### src/rtl/crc8_packet_deframer_core_defines.svh
// Assertion macros shared by the deframer RTL.
// Defining ASSERT_OFF turns every macro below into an empty body.
`ifndef CRC8_PACKET_DEFRAMER_CORE_DEFINES_SVH
`define CRC8_PACKET_DEFRAMER_CORE_DEFINES_SVH

`ifndef ASSERT_OFF

// Same-cycle implication, checked at each rising clock edge outside reset.
`define ASSERT_IMPL(label, clk, rst_n, cond, expr) \
    label: assert property (@(posedge clk) disable iff (!rst_n) (cond) |-> (expr)) \
        else $error("implication check failed");

// Next-cycle implication, checked at each rising clock edge outside reset.
`define ASSERT_NEXT(label, clk, rst_n, cond, expr) \
    label: assert property (@(posedge clk) disable iff (!rst_n) (cond) |=> (expr)) \
        else $error("next-cycle check failed");

`else

`define ASSERT_IMPL(label, clk, rst_n, cond, expr)
`define ASSERT_NEXT(label, clk, rst_n, cond, expr)

`endif

`endif

### src/rtl/c8pd_pkg.sv
`timescale 1ns / 1ps
// Types, constants and the CRC-8 byte step for the packet deframer.
// No dependencies; used by the channel interfaces and the top level.
package c8pd_pkg;

    localparam int unsigned BYTE_W  = 8;
    localparam int unsigned INDEX_W = 7;
    localparam int unsigned CFG_IDX_W = 2;

    localparam logic [BYTE_W-1:0] SYNC1_BYTE = 8'hAA;
    localparam logic [BYTE_W-1:0] SYNC2_BYTE = 8'h55;
    localparam logic [BYTE_W-1:0] CRC_POLY   = 8'h07;
    localparam logic [BYTE_W-1:0] CRC_MSB    = 8'h80;
    localparam logic [BYTE_W-1:0] MIN_SIZE   = 8'd2;

    localparam logic [INDEX_W-1:0] IDX_SYNC2 = 7'd1;
    localparam logic [INDEX_W-1:0] IDX_SIZE  = 7'd2;

    localparam logic [CFG_IDX_W-1:0] CFG_SOURCE_MASK   = 2'd0;
    localparam logic [CFG_IDX_W-1:0] CFG_ORIGIN_CODE   = 2'd1;
    localparam logic [CFG_IDX_W-1:0] CFG_ENDPOINT_MASK = 2'd2;
    localparam logic [CFG_IDX_W-1:0] CFG_ROUTER_MASK   = 2'd3;

    typedef enum logic [2:0] {
        PH_IDLE    = 3'd0,
        PH_SYNC2   = 3'd1,
        PH_SIZE    = 3'd2,
        PH_CMD     = 3'd3,
        PH_PAYLOAD = 3'd4,
        PH_CRC     = 3'd5
    } phase_t;

    typedef struct packed {
        logic [BYTE_W-1:0]  out_byte;
        logic [INDEX_W-1:0] byte_index;
        logic               is_verdict;
        logic               crc_good;
        logic               to_forward;
        logic               to_internal;
        logic               aborted;
    } result_t;

    // One byte through CRC-8, MSB first, unrolled over its eight bits.
    function automatic logic [BYTE_W-1:0] crc8_step(input logic [BYTE_W-1:0] crc,
                                                    input logic [BYTE_W-1:0] b);
        logic [BYTE_W-1:0] c;
        c = crc ^ b;
        for (int i = 0; i < BYTE_W; i++) begin
            if ((c & CRC_MSB) != '0)
            begin
                c = (c << 1) ^ CRC_POLY;
            end
            else
            begin
                c = c << 1;
            end
        end
        return c;
    endfunction

endpackage

### src/rtl/c8pd_in_if.sv
`timescale 1ns / 1ps
// Valid/ready channel that carries one received link byte per item.
// Depends on c8pd_pkg for the byte width.
interface c8pd_in_if;
    logic                         valid;
    logic                         ready;
    logic [c8pd_pkg::BYTE_W-1:0]  rx_byte;

    modport source (output valid, output rx_byte, input ready);
    modport sink   (input valid, input rx_byte, output ready);
endinterface

### src/rtl/c8pd_out_if.sv
`timescale 1ns / 1ps
// Valid/ready channel that carries one deframer result per item.
// Depends on c8pd_pkg for the field widths.
interface c8pd_out_if;
    logic                         valid;
    logic                         ready;
    logic [c8pd_pkg::BYTE_W-1:0]  out_byte;
    logic [c8pd_pkg::INDEX_W-1:0] byte_index;
    logic                         is_verdict;
    logic                         crc_good;
    logic                         to_forward;
    logic                         to_internal;
    logic                         aborted;

    modport source (output valid, output out_byte, output byte_index, output is_verdict,
                    output crc_good, output to_forward, output to_internal,
                    output aborted, input ready);
    modport sink   (input valid, input out_byte, input byte_index, input is_verdict,
                    input crc_good, input to_forward, input to_internal,
                    input aborted, output ready);
endinterface

### src/rtl/crc8_packet_deframer_core.sv
`timescale 1ns / 1ps
// Channel    Dir  Carries
// rx_ch      in   rx_byte, one received byte per item
// tx_ch      out  out_byte, byte_index, is_verdict, crc_good, to_forward, to_internal,
//                 aborted
// cfg_*      in   register writes: source mask, origin code, endpoint and router masks
//
// The frame state and the result register update at the edge that takes a byte, so
// bytes stream at one per cycle while results are taken. The result register is the
// only stage between the sides: a new byte is taken while the result waits, as long
// as that result is taken in the same cycle. Idle noise bytes produce no item.
// Reset clears the state machine, counters, CRC and all four registers.
// Frame receiver for 0xAA 0x55 size command payload CRC-8 frames.
// Depends on c8pd_pkg, c8pd_in_if, c8pd_out_if and the assertion macro header.
`include "crc8_packet_deframer_core_defines.svh"

module crc8_packet_deframer_core #(
    parameter int unsigned MAX_LEN = 64
) (
    input  logic                            clk,
    input  logic                            rst_n,
    input  logic                            cfg_we,
    input  logic [c8pd_pkg::CFG_IDX_W-1:0]  cfg_index,
    input  logic [c8pd_pkg::BYTE_W-1:0]     cfg_data,
    c8pd_in_if.sink                         rx_ch,
    c8pd_out_if.source                      tx_ch
);

    // The counter has to reach size + 3 for the largest size allowed.
    localparam int unsigned CNT_W = $clog2(MAX_LEN + 4);
    localparam logic [c8pd_pkg::BYTE_W-1:0] MAX_SIZE = c8pd_pkg::BYTE_W'(MAX_LEN);

    logic [c8pd_pkg::BYTE_W-1:0] source_mask_reg;
    logic [c8pd_pkg::BYTE_W-1:0] origin_code_reg;
    logic [c8pd_pkg::BYTE_W-1:0] endpoint_mask_reg;
    logic [c8pd_pkg::BYTE_W-1:0] router_mask_reg;

    c8pd_pkg::phase_t            phase_reg, phase_next;
    logic [CNT_W-1:0]            byte_count_reg, byte_count_next;
    logic [CNT_W-1:0]            frame_total_reg, frame_total_next;
    logic [c8pd_pkg::BYTE_W-1:0] crc_reg, crc_next;
    logic [c8pd_pkg::BYTE_W-1:0] cmd_reg, cmd_next;

    logic                        tx_valid_reg;
    c8pd_pkg::result_t           res_reg;
    c8pd_pkg::result_t           res_next;
    logic                        emit;

    logic                        accept;
    logic [c8pd_pkg::BYTE_W-1:0] b;
    logic [c8pd_pkg::BYTE_W-1:0] cmd_rewritten;
    logic [CNT_W-1:0]            count_inc;
    logic [CNT_W-1:0]            last_data;
    logic                        good;

    assign rx_ch.ready   = !tx_valid_reg || tx_ch.ready;
    assign accept        = rx_ch.valid && rx_ch.ready;
    assign b             = rx_ch.rx_byte;
    assign cmd_rewritten = (b & ~source_mask_reg) | origin_code_reg;
    assign count_inc     = byte_count_reg + CNT_W'(1);
    assign last_data     = frame_total_reg - CNT_W'(1);
    assign good          = (crc_reg == b);

    always_ff @(posedge clk or negedge rst_n)
    begin
        if (!rst_n)
        begin
            source_mask_reg   <= '0;
            origin_code_reg   <= '0;
            endpoint_mask_reg <= '0;
            router_mask_reg   <= '0;
        end
        else if (cfg_we)
        begin
            case (cfg_index)
                c8pd_pkg::CFG_SOURCE_MASK:   source_mask_reg   <= cfg_data;
                c8pd_pkg::CFG_ORIGIN_CODE:   origin_code_reg   <= cfg_data;
                c8pd_pkg::CFG_ENDPOINT_MASK: endpoint_mask_reg <= cfg_data;
                c8pd_pkg::CFG_ROUTER_MASK:   router_mask_reg   <= cfg_data;
                default: ;
            endcase
        end
    end

    // Next frame state for the byte at the input.
    always_comb
    begin
        phase_next       = phase_reg;
        byte_count_next  = byte_count_reg;
        frame_total_next = frame_total_reg;
        crc_next         = crc_reg;
        cmd_next         = cmd_reg;
        case (phase_reg)
            c8pd_pkg::PH_IDLE:
            begin
                if (b == c8pd_pkg::SYNC1_BYTE)
                begin
                    byte_count_next = CNT_W'(1);
                    phase_next      = c8pd_pkg::PH_SYNC2;
                end
            end
            c8pd_pkg::PH_SYNC2:
            begin
                if (b != c8pd_pkg::SYNC2_BYTE)
                begin
                    phase_next = c8pd_pkg::PH_IDLE;
                end
                else
                begin
                    byte_count_next = CNT_W'(2);
                    phase_next      = c8pd_pkg::PH_SIZE;
                end
            end
            c8pd_pkg::PH_SIZE:
            begin
                if (b < c8pd_pkg::MIN_SIZE || b > MAX_SIZE)
                begin
                    phase_next = c8pd_pkg::PH_IDLE;
                end
                else
                begin
                    byte_count_next  = CNT_W'(3);
                    frame_total_next = CNT_W'(b) + CNT_W'(3);
                    crc_next         = c8pd_pkg::crc8_step('0, b);
                    phase_next       = c8pd_pkg::PH_CMD;
                end
            end
            c8pd_pkg::PH_CMD:
            begin
                cmd_next        = cmd_rewritten;
                crc_next        = c8pd_pkg::crc8_step(crc_reg, cmd_rewritten);
                byte_count_next = count_inc;
                phase_next      = (count_inc < last_data) ? c8pd_pkg::PH_PAYLOAD
                                                          : c8pd_pkg::PH_CRC;
            end
            c8pd_pkg::PH_PAYLOAD:
            begin
                crc_next        = c8pd_pkg::crc8_step(crc_reg, b);
                byte_count_next = count_inc;
                if (count_inc >= last_data)
                begin
                    phase_next = c8pd_pkg::PH_CRC;
                end
            end
            c8pd_pkg::PH_CRC:
            begin
                phase_next = c8pd_pkg::PH_IDLE;
            end
            default:
            begin
                phase_next = c8pd_pkg::PH_IDLE;
            end
        endcase
    end

    // Result for the byte at the input.
    always_comb
    begin
        res_next            = '0;
        res_next.out_byte   = b;
        res_next.byte_index = c8pd_pkg::INDEX_W'(byte_count_reg);
        emit                = 1'b1;
        case (phase_reg)
            c8pd_pkg::PH_IDLE:
            begin
                res_next.byte_index = '0;
                emit                = (b == c8pd_pkg::SYNC1_BYTE);
            end
            c8pd_pkg::PH_SYNC2:
            begin
                res_next.byte_index = c8pd_pkg::IDX_SYNC2;
                res_next.aborted    = (b != c8pd_pkg::SYNC2_BYTE);
            end
            c8pd_pkg::PH_SIZE:
            begin
                res_next.byte_index = c8pd_pkg::IDX_SIZE;
                res_next.aborted    = (b < c8pd_pkg::MIN_SIZE || b > MAX_SIZE);
            end
            c8pd_pkg::PH_CMD:
            begin
                res_next.out_byte = cmd_rewritten;
            end
            c8pd_pkg::PH_PAYLOAD: ;
            c8pd_pkg::PH_CRC:
            begin
                res_next.is_verdict  = 1'b1;
                res_next.crc_good    = good;
                res_next.to_forward  = good && ((cmd_reg & endpoint_mask_reg) != '0);
                res_next.to_internal = good && ((cmd_reg & router_mask_reg) != '0);
            end
            default:
            begin
                emit = 1'b0;
            end
        endcase
    end

    always_ff @(posedge clk or negedge rst_n)
    begin
        if (!rst_n)
        begin
            phase_reg       <= c8pd_pkg::PH_IDLE;
            byte_count_reg  <= '0;
            frame_total_reg <= '0;
            crc_reg         <= '0;
            cmd_reg         <= '0;
            tx_valid_reg    <= 1'b0;
        end
        else
        begin
            if (accept)
            begin
                phase_reg       <= phase_next;
                byte_count_reg  <= byte_count_next;
                frame_total_reg <= frame_total_next;
                crc_reg         <= crc_next;
                cmd_reg         <= cmd_next;
            end
            if (accept && emit)
            begin
                tx_valid_reg <= 1'b1;
            end
            else if (tx_ch.ready)
            begin
                tx_valid_reg <= 1'b0;
            end
        end
    end

    always_ff @(posedge clk)
    begin
        if (accept && emit)
        begin
            res_reg <= res_next;
        end
    end

    assign tx_ch.valid       = tx_valid_reg;
    assign tx_ch.out_byte    = res_reg.out_byte;
    assign tx_ch.byte_index  = res_reg.byte_index;
    assign tx_ch.is_verdict  = res_reg.is_verdict;
    assign tx_ch.crc_good    = res_reg.crc_good;
    assign tx_ch.to_forward  = res_reg.to_forward;
    assign tx_ch.to_internal = res_reg.to_internal;
    assign tx_ch.aborted     = res_reg.aborted;

    // A start byte seen while idle opens a frame and is shown as its first byte.
    `ASSERT_NEXT(a_frame_start, clk, rst_n, accept && phase_reg == c8pd_pkg::PH_IDLE && b == c8pd_pkg::SYNC1_BYTE, phase_reg == c8pd_pkg::PH_SYNC2 && tx_valid_reg && res_reg.byte_index == '0)
    // Inside the data part of a frame the count stays short of the frame length.
    `ASSERT_IMPL(a_count_bound, clk, rst_n, phase_reg == c8pd_pkg::PH_PAYLOAD || phase_reg == c8pd_pkg::PH_CRC, byte_count_reg <= last_data)
    // Routing flags only come with a passing CRC on a verdict.
    `ASSERT_IMPL(a_flags_need_good, clk, rst_n, tx_valid_reg && (res_reg.to_forward || res_reg.to_internal), res_reg.is_verdict && res_reg.crc_good)
    // A dropped frame never carries a verdict.
    `ASSERT_IMPL(a_abort_no_verdict, clk, rst_n, tx_valid_reg && res_reg.aborted, !res_reg.is_verdict && phase_reg == c8pd_pkg::PH_IDLE)

endmodule

### src/flat_wrapper.sv
// flat-port wrapper written by rule: the top's interface ports become plain ports
module crc8_packet_deframer_core_flat 
#(
    parameter int unsigned MAX_LEN = 64
)
  (clk, rst_n, cfg_we, cfg_index, cfg_data, rx_ch_valid, rx_ch_rx_byte, rx_ch_ready, tx_ch_valid, tx_ch_out_byte, tx_ch_byte_index, tx_ch_is_verdict, tx_ch_crc_good, tx_ch_to_forward, tx_ch_to_internal, tx_ch_aborted, tx_ch_ready);
  c8pd_in_if rx_ch_i ();
  c8pd_out_if tx_ch_i ();
  input  logic clk;
  input  logic rst_n;
  input  logic cfg_we;
  input  logic [c8pd_pkg::CFG_IDX_W-1:0] cfg_index;
  input  logic [c8pd_pkg::BYTE_W-1:0] cfg_data;
  input wire logic [$bits(rx_ch_i.valid)-1:0] rx_ch_valid;
  input wire logic [$bits(rx_ch_i.rx_byte)-1:0] rx_ch_rx_byte;
  output wire logic [$bits(rx_ch_i.ready)-1:0] rx_ch_ready;
  output wire logic [$bits(tx_ch_i.valid)-1:0] tx_ch_valid;
  output wire logic [$bits(tx_ch_i.out_byte)-1:0] tx_ch_out_byte;
  output wire logic [$bits(tx_ch_i.byte_index)-1:0] tx_ch_byte_index;
  output wire logic [$bits(tx_ch_i.is_verdict)-1:0] tx_ch_is_verdict;
  output wire logic [$bits(tx_ch_i.crc_good)-1:0] tx_ch_crc_good;
  output wire logic [$bits(tx_ch_i.to_forward)-1:0] tx_ch_to_forward;
  output wire logic [$bits(tx_ch_i.to_internal)-1:0] tx_ch_to_internal;
  output wire logic [$bits(tx_ch_i.aborted)-1:0] tx_ch_aborted;
  input wire logic [$bits(tx_ch_i.ready)-1:0] tx_ch_ready;
  assign rx_ch_i.valid = rx_ch_valid;
  assign rx_ch_i.rx_byte = rx_ch_rx_byte;
  assign rx_ch_ready = rx_ch_i.ready;
  assign tx_ch_valid = tx_ch_i.valid;
  assign tx_ch_out_byte = tx_ch_i.out_byte;
  assign tx_ch_byte_index = tx_ch_i.byte_index;
  assign tx_ch_is_verdict = tx_ch_i.is_verdict;
  assign tx_ch_crc_good = tx_ch_i.crc_good;
  assign tx_ch_to_forward = tx_ch_i.to_forward;
  assign tx_ch_to_internal = tx_ch_i.to_internal;
  assign tx_ch_aborted = tx_ch_i.aborted;
  assign tx_ch_i.ready = tx_ch_ready;
  crc8_packet_deframer_core #(.MAX_LEN(MAX_LEN)) u_core (.clk(clk), .rst_n(rst_n), .cfg_we(cfg_we), .cfg_index(cfg_index), .cfg_data(cfg_data), .rx_ch(rx_ch_i), .tx_ch(tx_ch_i));
endmodule
### config.mk
export PLATFORM = sky130hd
export DESIGN_NAME = crc8_packet_deframer_core_flat
export DESIGN_NICKNAME = d
export VERILOG_FILES = /design/src/rtl/c8pd_pkg.sv /design/src/rtl/c8pd_in_if.sv /design/src/rtl/c8pd_out_if.sv /design/src/rtl/crc8_packet_deframer_core.sv /design/src/flat_wrapper.sv
export VERILOG_INCLUDE_DIRS = /design/src /design/src/rtl
export SDC_FILE = /design/constraint.sdc
export NUM_CORES = 1
export LEC_CHECK = 0
export ABC_CLOCK_PERIOD_IN_PS = 2650
export BUFFER_PORTS_ARGS = -buffer_cell sky130_fd_sc_hd__buf_2
export CORE_MARGIN = 8
export CORE_UTILIZATION = 45
export DETAILED_ROUTE_END_ITERATION = 8
export GPL_TIMING_DRIVEN = 0
export PLACE_DENSITY = 0.62
export SYNTH_ARGS = -nofsm -noshare
export SYNTH_HDL_FRONTEND = slang
export SYNTH_SLANG_ARGS = --single-unit
### constraint.sdc
create_clock -name clk -period 2.65 [get_ports clk]
set_input_delay 0.53 -clock clk [delete_from_list [all_inputs] [get_ports clk]]
set_output_delay 0.53 -clock clk [all_outputs]
set_load 0.02 [all_outputs]
==> results of run 1 <==
[cell families after synthesis]
logic type | after synthesis | share of synthesized area, %
xor gates and xnor gates | 70 | 12.6
muxes | 25 | 5.57
adders and majority gates | 30 | 7.43
and+or+nand+nor | 128 | 11.9
buffers and inverters | 43 | 4.11
AOI/OAI and AO/OA | 112 | 13.8
DFF | 86 | 44.6
[layer usage]
metal | track usage [%] | part of all wire, % | vias up
met1 | 21.8 | 47 | 1807
met3 | 3.84 | 5.9 | 13
met5 | 0 | 0 | -
met4 | 4.78 | 1.2 | 0
met2 | 26.4 | 46 | 94
li1 | - | - | 1818
[placed cells by master, fill, tap and decap left out, types with 2 or more instances in the layout]
| master | n |
|---|---|
| a21oi_2 | 3 |
| buf_2 | 51 |
| o2bb2ai_1 | 2 |
| clkbuf_8 | 12 |
| mux2_2 | 25 |
| a32o_1 | 2 |
| nand2b_1 | 2 |
| clkbuf_1 | 5 |
| nor2b_1 | 9 |
| nor3_1 | 4 |
| a31oi_1 | 2 |
| o21ai_1 | 6 |
| o211ai_1 | 3 |
| edfxtp_1 | 20 |
| nand3_1 | 4 |
| a22o_1 | 2 |
| xnor2_1 | 55 |
| a22oi_1 | 7 |
| nor2_1 | 27 |
| a21oi_1 | 26 |
| dfrtp_1 | 65 |
| buf_4 | 8 |
| and2_1 | 5 |
| inv_1 | 25 |
| o21ai_0 | 40 |
| a21oi_4 | 2 |
| xor2_1 | 13 |
| nand4_1 | 4 |
| clkinv_1 | 2 |
| ha_1 | 29 |
| o31ai_1 | 2 |
| nand2_1 | 60 |
| a221oi_1 | 2 |
| a21o_1 | 2 |
| nand3b_1 | 2 |
| o22ai_1 | 3 |
| and3_1 | 2 |
[worst min path at each step]
stage	startpoint	to	slack (ns)	cells after the start
2_1_floorplan	rst_n	u_core.byte_count_reg[0]$_DFFE_PN0P_	0.23	0
4_1_cts	rst_n	u_core.byte_count_reg[5]$_DFFE_PN0P_	0.31	1
3_3_place_gp	u_core.endpoint_mask_reg[3]$_DFFE_PN0P_	u_core.endpoint_mask_reg[3]$_DFFE_PN0P_	0.49	1
5_1_grt	rst_n	u_core.frame_total_reg[0]$_DFFE_PN0P_	0.34	1
6_report	rst_n	u_core.byte_count_reg[3]$_DFFE_PN0P_	0.27	1
3_5_place_dp	u_core.endpoint_mask_reg[1]$_DFFE_PN0P_	u_core.endpoint_mask_reg[1]$_DFFE_PN0P_	0.50	1
[worst register-to-register path: stages, from the launching register on]
cell and delay [ns]:
dfrtp_1 0.40, ha_2 0.23, nand3_1 0.13, nor2_1 0.15
xor2_1 0.27, ha_1 0.31, a21oi_1 0.14, o21ai_0 0.17
o21bai_1 0.22, a211oi_1 0.24, o22ai_1 0.11
[cell type report]
type	count	area [sq um]
tap	140	175
inverter	25	93.8
timing repair buffer	50	275
fill	1003	5200
clock inverter	5	32.5
clock buffer	11	141
buffer	18	114
sequential	86	2250
multi-input combinational	365	2610
[synthesized netlist by cell type, drive strengths merged (3+ instances only)]
cell / number / share of area, %
nor3: 4 / 0.40
o21ai: 46 / 4.6
nand2: 61 / 4.6
nand4: 4 / 0.50
nand3: 4 / 0.40
ha: 30 / 7.4
o22ai: 3 / 0.37
xor2: 14 / 2.6
dfrtp: 66 / 33
xnor2: 55 / 9.5
nor2b: 10 / 1.3
o211ai: 4 / 0.69
clkbuf: 7 / 0.94
a21o: 3 / 0.47
nor2: 29 / 2.3
buf: 11 / 1.3
a22oi: 7 / 1.0
mux2: 25 / 5.6
inv: 25 / 1.9
and2: 5 / 0.62
edfxtp: 20 / 12
a21oi: 31 / 3.7
[stage by stage]
| stage | util (%) | TNS, ns |
|---|---|---|
| after floorplan | - | 0 |
| after global placement | 50.0 | -14.08 |
| after detailed placement | 50.2 | 0 |
| after CTS | 51.8 | 0 |
| after global routing | 52.3 | -0.0606 |
| final | 52.3 | 0 |
[power by group]
group / leakage, nW / internal, mW / switching (mW)
clock: 0.0850 / 0.366 / 0.483
sequential: 1.02 / 1.57 / 0.168
combinational: 1.38 / 0.841 / 0.907
[what timing repair did]
item / 4_1_cts / 5_1_grt
buffers inserted: 0 / 5
endpoints found under the setup margin: 0 / 2
gates resized for setup: 0 / 3
==> key figures, run 1 <==
Status
  • Status: finished clean

Routing
  • Final WL: 11800 um
  • Wire per inst: 16.9 um
  • Post-route ant nets: 0
  • DR iter-0 viols: 197
  • DRT Pass-1 Iters: 4
  • Detailed-route DRC error count: 0
  • Vias per cell: 5.33
  • Vias: 3732

Clock tree
  • Worst-path clk slew: 0.08 ns
  • CTS H-tree depth: 3
  • CTS Buffer Depth: 2
  • Cts bufs inserted: 9
  • Clock root buffer: clkbuf_8
  • Clk_lat worst skew: 0.36 ns
  • Post-cts hold buffer count: 0
  • TritonCTS clock tree: done
  • Clk sink count: 86

Setup path
  • Crit end category: register
  • WP data arrival: 2.73 ns
  • WP depth: 10
  • Critical path buffers and inverters: 0
  • Worst setup path end: u_core.phase_reg[0]$_DFFE_PN0P_
  • Reg2reg path depth: 10
  • Crit path from: u_core.byte_count_reg[1]$_DFFE_PN0P_
  • CP delay by family, top: compound AO/OA/AOI/OAI gates
  • Reg2Reg Launch Point: u_core.byte_count_reg[1]$_DFFE_PN0P_
  • Max FO, Critical Path: 4
  • Crit-path cells: ha_2, nand3_1, nor2_1, xor2_1, ha_1, a21oi_1, o21ai_0, o21bai_1, a211oi_1, o22ai_1
  • CP max stage delay: 0.40 ns
  • Critical path class: register to register
  • Type of origin of the critical path: register
  • Flop2flop setup slack: 0.15 ns
  • WP data required: 2.87 ns
  • Max stage delay cell, worst path: dfrtp_1
  • Worst reg2reg path endpoint: u_core.phase_reg[0]$_DFFE_PN0P_

Hold path
  • Worst hold path class: input pin to asynchronous set/reset pin

GRT
  • Gr usage total: 16.5%
  • Total grt overflow: 0
  • Largest net degree at the start of global routing: 67
  • Global-route wire length before repair: 19300 um
  • Vias in the first global route: 3754
  • Initial antenna violation count: 0

Placement
  • DP HPWL: 9020 um
  • DP Worst Slack: 0.0915 ns
  • Port Buffers: 44
  • Dpl cell area: 0.00547 sq mm
  • Placed cell count: 679
  • Final RePlAce weighted congestion: 0.824

Logic synthesis
  • Predominant post-synthesis flop cell: dfrtp_1
  • Synth cell types: 56
  • Seq/Total Area, Yosys: 44.6%
  • Synth Net Count: 547
  • Seq cells post-synth: 86
  • Synth Cell Area: 0.00505 sq mm
  • Avg Inst Size Synth: 10.2 sq um
  • Mapped Cells: 494
  • FFs w/ async S/R, synth: 76.7%
  • Warnings from Yosys: 0
  • EDFF count, synth: 20

Timing
  • Final Cycle Share: 94.4%
  • Fmax: 400 MHz
  • Endpoints failing setup: 0
  • Slew at the pin closest to its max-slew limit: 1.05 ns
  • Clock skew: 0.0128 ns
  • Fin crit period: 2.50 ns
  • Final hold viol count: 0
  • Pins Over Slew Limit: 0
  • Crit path setup slack, layout: 0.148 ns
  • Fin Hold WS: 0.272 ns
  • Max_slew headroom: 29.9%

Layout
  • Layout Nets: 608
  • Layout cells sized above 1: 21.1%
  • Antenna diode count: 0
  • Area Overhead vs Synth: 12.6%
  • Post-route cell area: 0.00569 sq mm
  • Final Non-Filler Cells: 700

Floorplan
  • Starting Density: 46.4%
  • I/O pins: 45
  • Die extent in x: 122 um
  • Die H: 122 um
  • CORE AREA: 0.0109 sq mm
  • FP Rows: 38
  • Die area: 0.0149 sq mm

Power and ir drop
  • Power Density: 761 mW/mm^2
  • Post-layout total power: 4.33 mW
  • Static leakage: 2.48 nW
  • Worst vdd ir: 443 uV

Run
  • Max Cap Viol: 0
(Power assumes the default switching activity.)
==> run 2: changes to the inputs <==
--- a/config.mk
+++ b/config.mk
@@ -6,13 +6,13 @@
 export SDC_FILE = /design/constraint.sdc
 export NUM_CORES = 1
 export LEC_CHECK = 0
-export ABC_CLOCK_PERIOD_IN_PS = 2650
+export ABC_CLOCK_PERIOD_IN_PS = 2400
 export BUFFER_PORTS_ARGS = -buffer_cell sky130_fd_sc_hd__buf_2
-export CORE_MARGIN = 8
 export CORE_UTILIZATION = 45
 export DETAILED_ROUTE_END_ITERATION = 8
 export GPL_TIMING_DRIVEN = 0
 export PLACE_DENSITY = 0.62
+export RECOVER_POWER = 25
 export SYNTH_ARGS = -nofsm -noshare
 export SYNTH_HDL_FRONTEND = slang
 export SYNTH_SLANG_ARGS = --single-unit
==> constraint.sdc (replaced) <==
create_clock -name clk -period 2.4 [get_ports clk]
set_input_delay 0.48 -clock clk [delete_from_list [all_inputs] [get_ports clk]]
set_output_delay 0.48 -clock clk [all_outputs]
set_load 0.02 [all_outputs]
==> run 2 against run 1 <==
Against the previous run:
- the flow now finishes with violations (max-capacitance violations, max-slew violations)
- first-iteration DRC count decreased by 19%
- final cell count fell by 0.14%
- worst hold slack better by 0.096 ns
- wire length is 0.96% lower
- largest cell class unchanged
- largest power group unchanged
- highest routed layer unchanged
==> key figures, run 2 (synthesis gave the netlist of run 1 again) <==
Status
  • Status: complete, but fails checks (was finished clean)
  • Failing checks: max-capacitance violations, max-slew violations

Power and ir drop
  • Clock network fraction of total power: 23.1% (was 19.6%)
  • Sw Pwr: 1.77 mW (was 1.56 mW)
  • Worst vdd ir: 344 uV (was 443 uV)
  • Post-layout total power: 5.02 mW (was 4.33 mW)
  • Sw Share: 35.3% (was 35.9%)
  • Int Pwr: 3.25 mW (was 2.78 mW)
  • Static leakage: 2.51 nW (was 2.48 nW)
  • Register share of total power: 38.2% (was 40.1%)
  • Comb pwr share: 38.7% (was 40.3%)
  • Power Density: 873 mW/mm^2 (was 761 mW/mm^2)

Clock tree
  • Post-cts hold buffer count: 0 (unchanged)
  • Worst-path clk slew: 0.09 ns (was 0.08 ns)
  • Clk_lat worst skew: 0.37 ns (was 0.36 ns)
  • CTS H-tree depth: 3 (unchanged)
  • CTS Buffer Depth: 2 (unchanged)
  • Clock root buffer: clkbuf_8 (unchanged)
  • Cts bufs inserted: 9 (unchanged)
  • Clk sink count: 86 (unchanged)
  • TritonCTS clock tree: done (unchanged)

Routing
  • Detailed-route DRC error count: 0 (unchanged)
  • DRT Pass-1 Iters: 4 (unchanged)
  • Wire per inst: 16.7 um (was 16.9 um)
  • Met3 wire len: 407 um (was 697 um)
  • DR top layer: met4 (unchanged)
  • Final WL: 11700 um (was 11800 um)
  • Vias per cell: 5.33 (about the same)
  • Post-route ant nets: 0 (unchanged)
  • Vias: 3725 (was 3732)
  • DR iter-0 viols: 160 (was 197)
  • Routed met1 length: 5580 um (was 5520 um)
  • Met2 WL: 5610 um (was 5450 um)

Layout
  • Multi-input gate area: 0.00263 sq mm (was 0.00261 sq mm)
  • Post-route cell area: 0.00575 sq mm (was 0.00569 sq mm)
  • Antenna diode count: 0 (unchanged)
  • Sequential cell area: 0.00225 sq mm (unchanged)
  • Layout Nets: 607 (was 608)
  • Layout Utilization: 52.8% (was 52.3%)
  • Filler cell count: 994 (was 1003)
  • Commonest non-fill, non-tap cell in the layout: dfrtp_1 (unchanged)
  • Area Overhead vs Synth: 13.7% (was 12.6%)
  • Layout cells sized above 1: 21.8% (was 21.1%)
  • Most frequent cells in the layout: dfrtp_1 (65), nand2_1 (60), xnor2_1 (55) (unchanged)
  • Final Non-Filler Cells: 699 (was 700)

Placement
  • DP Worst Slack: -0.395 ns (was 0.0915 ns)
  • Port Buffers: 44 (unchanged)
  • DP HPWL: 8680 um (was 9020 um)
  • Dpl cell area: 0.00545 sq mm (was 0.00547 sq mm)
  • Placed cell count: 678 (was 679)
  • Final RePlAce weighted congestion: 0.816 (was 0.824)

Hold path
  • Worst hold path class: input pin to register (was input pin to asynchronous set/reset pin)

Floorplan
  • FP Rows: 38 (unchanged)
  • I/O pins: 45 (unchanged)
  • Die area: 0.0117 sq mm (was 0.0149 sq mm)
  • CORE AREA: 0.0109 sq mm (unchanged)
  • Starting Density: 46.4% (unchanged)
  • Die extent in x: 108 um (was 122 um)
  • Die H: 108 um (was 122 um)

Setup path
  • Worst setup path end: u_core.phase_reg[0]$_DFFE_PN0P_ (unchanged)
  • Worst reg2reg path endpoint: u_core.phase_reg[0]$_DFFE_PN0P_ (unchanged)
  • Flop2flop setup slack: 0.14 ns (was 0.15 ns)
  • Type of origin of the critical path: register (unchanged)
  • WP data arrival: 2.49 ns (was 2.73 ns)
  • Reg2reg path depth: 10 (unchanged)
  • Crit path from: u_core.byte_count_reg[1]$_DFFE_PN0P_ (unchanged)
  • Reg2Reg Launch Point: u_core.byte_count_reg[1]$_DFFE_PN0P_ (unchanged)
  • Max FO, Critical Path: 4 (unchanged)
  • WP data required: 2.63 ns (was 2.87 ns)
  • Crit end category: register (unchanged)
  • Critical path class: register to register (unchanged)

GRT
  • Largest net degree at the start of global routing: 67 (unchanged)
  • Gr usage total: 21.5% (was 16.5%)
  • Global-route wire length before repair: 18700 um (was 19300 um)
  • Initial antenna violation count: 0 (unchanged)
  • Total grt overflow: 0 (unchanged)
  • Vias in the first global route: 3538 (was 3754)

Timing
  • Clock skew: 0.0130 ns (was 0.0128 ns)
  • Crit path setup slack, layout: 0.140 ns (was 0.148 ns)
  • Fin Hold WS: 0.367 ns (was 0.272 ns)
  • Slew at the pin closest to its max-slew limit: 1.71 ns (was 1.05 ns)
  • Fin crit period: 2.26 ns (was 2.50 ns)
  • Final hold viol count: 0 (unchanged)
  • Pins Over Slew Limit: 67 (was 0)
  • RSZ-0062 raised after global routing: no
  • Max_slew headroom: -14.3% (was 29.9%)
  • Final Cycle Share: 94.2% (was 94.4%)
  • Endpoints failing setup: 0 (unchanged)
  • Fmax: 443 MHz (was 400 MHz)
  • Setup TNS: 0 ns (unchanged)

Run
  • Max Cap Viol: 1 (was 0)
-- run 2: changes by cell type in the layout (fill, tap and decap cells not counted), moves of 2 or more --
cell,change
clkinv_1,-2
o21ai_1,+2
o21ai_0,-2
bufinv_16,+2
-- run 2: worst min-delay path by stage --
stage / to / cells past startpoint / startpoint
3_5_place_dp: u_core.router_mask_reg[5]$_DFFE_PN0P_ / 1 / u_core.router_mask_reg[5]$_DFFE_PN0P_
3_3_place_gp: u_core.endpoint_mask_reg[3]$_DFFE_PN0P_ / 1 / u_core.endpoint_mask_reg[3]$_DFFE_PN0P_
4_1_cts: u_core.byte_count_reg[4]$_DFFE_PN0P_ / 1 / rst_n
2_1_floorplan: u_core.byte_count_reg[0]$_DFFE_PN0P_ / 0 / rst_n
6_report: u_core.source_mask_reg[1]$_DFFE_PN0P_ / 3 / cfg_data[1]
5_1_grt: u_core.source_mask_reg[6]$_DFFE_PN0P_ / 3 / cfg_data[6]
-- run 2: layer usage --
layer | track usage, % | vias to the layer above
li1 | - | 1824
met1 | 29.6 | 1830
met2 | 34.8 | 66
met3 | 4.22 | 5
met4 | 4.99 | 0
met5 | 0 | -
-- run 2: worst max-delay path, cell delays in order (launching register included) --
cell and delay [ns]:
dfrtp_1 0.40, ha_4 0.16, nand3_1 0.11, nor2_1 0.13, xor2_1 0.25, ha_1 0.32
a21oi_2 0.14, o21ai_1 0.11, o21bai_1 0.20, a211oi_1 0.21, o22ai_1 0.10
-- run 2: repair_timing --
item                                    in CTS  in global routing
cloned                                       0                  0
gates resized for setup                      5                  5
endpoints found under the setup margin      11                  2
setup buffers                                2                  3
pin swaps                                    1                  3
-- run 2: power by group through the flow --
| stage | Combinational [mW] | Sequential, mW | Clock [mW] |
|---|---|---|---|
| detailed placement | 1.88 | 1.95 | 0 |
| finish | 1.94 | 1.92 | 1.16 |
| global placement | 1.83 | 1.95 | 0 |
| global route | 2.14 | 1.94 | 1.24 |
| floorplan | 1.47 | 1.95 | 0 |
| CTS | 1.93 | 1.91 | 1.18 |
-- run 2: area by class of cell --
type / instances / area share (%)
well taps: 140 / 3.05
inverters: 25 / 1.63
clock buffers: 10 / 2.22
plain buffers: 18 / 1.98
flip-flops and latches: 86 / 39.2
multi-input cells: 365 / 45.8
clock inverters: 6 / 1.63
repair buffers: 49 / 4.48
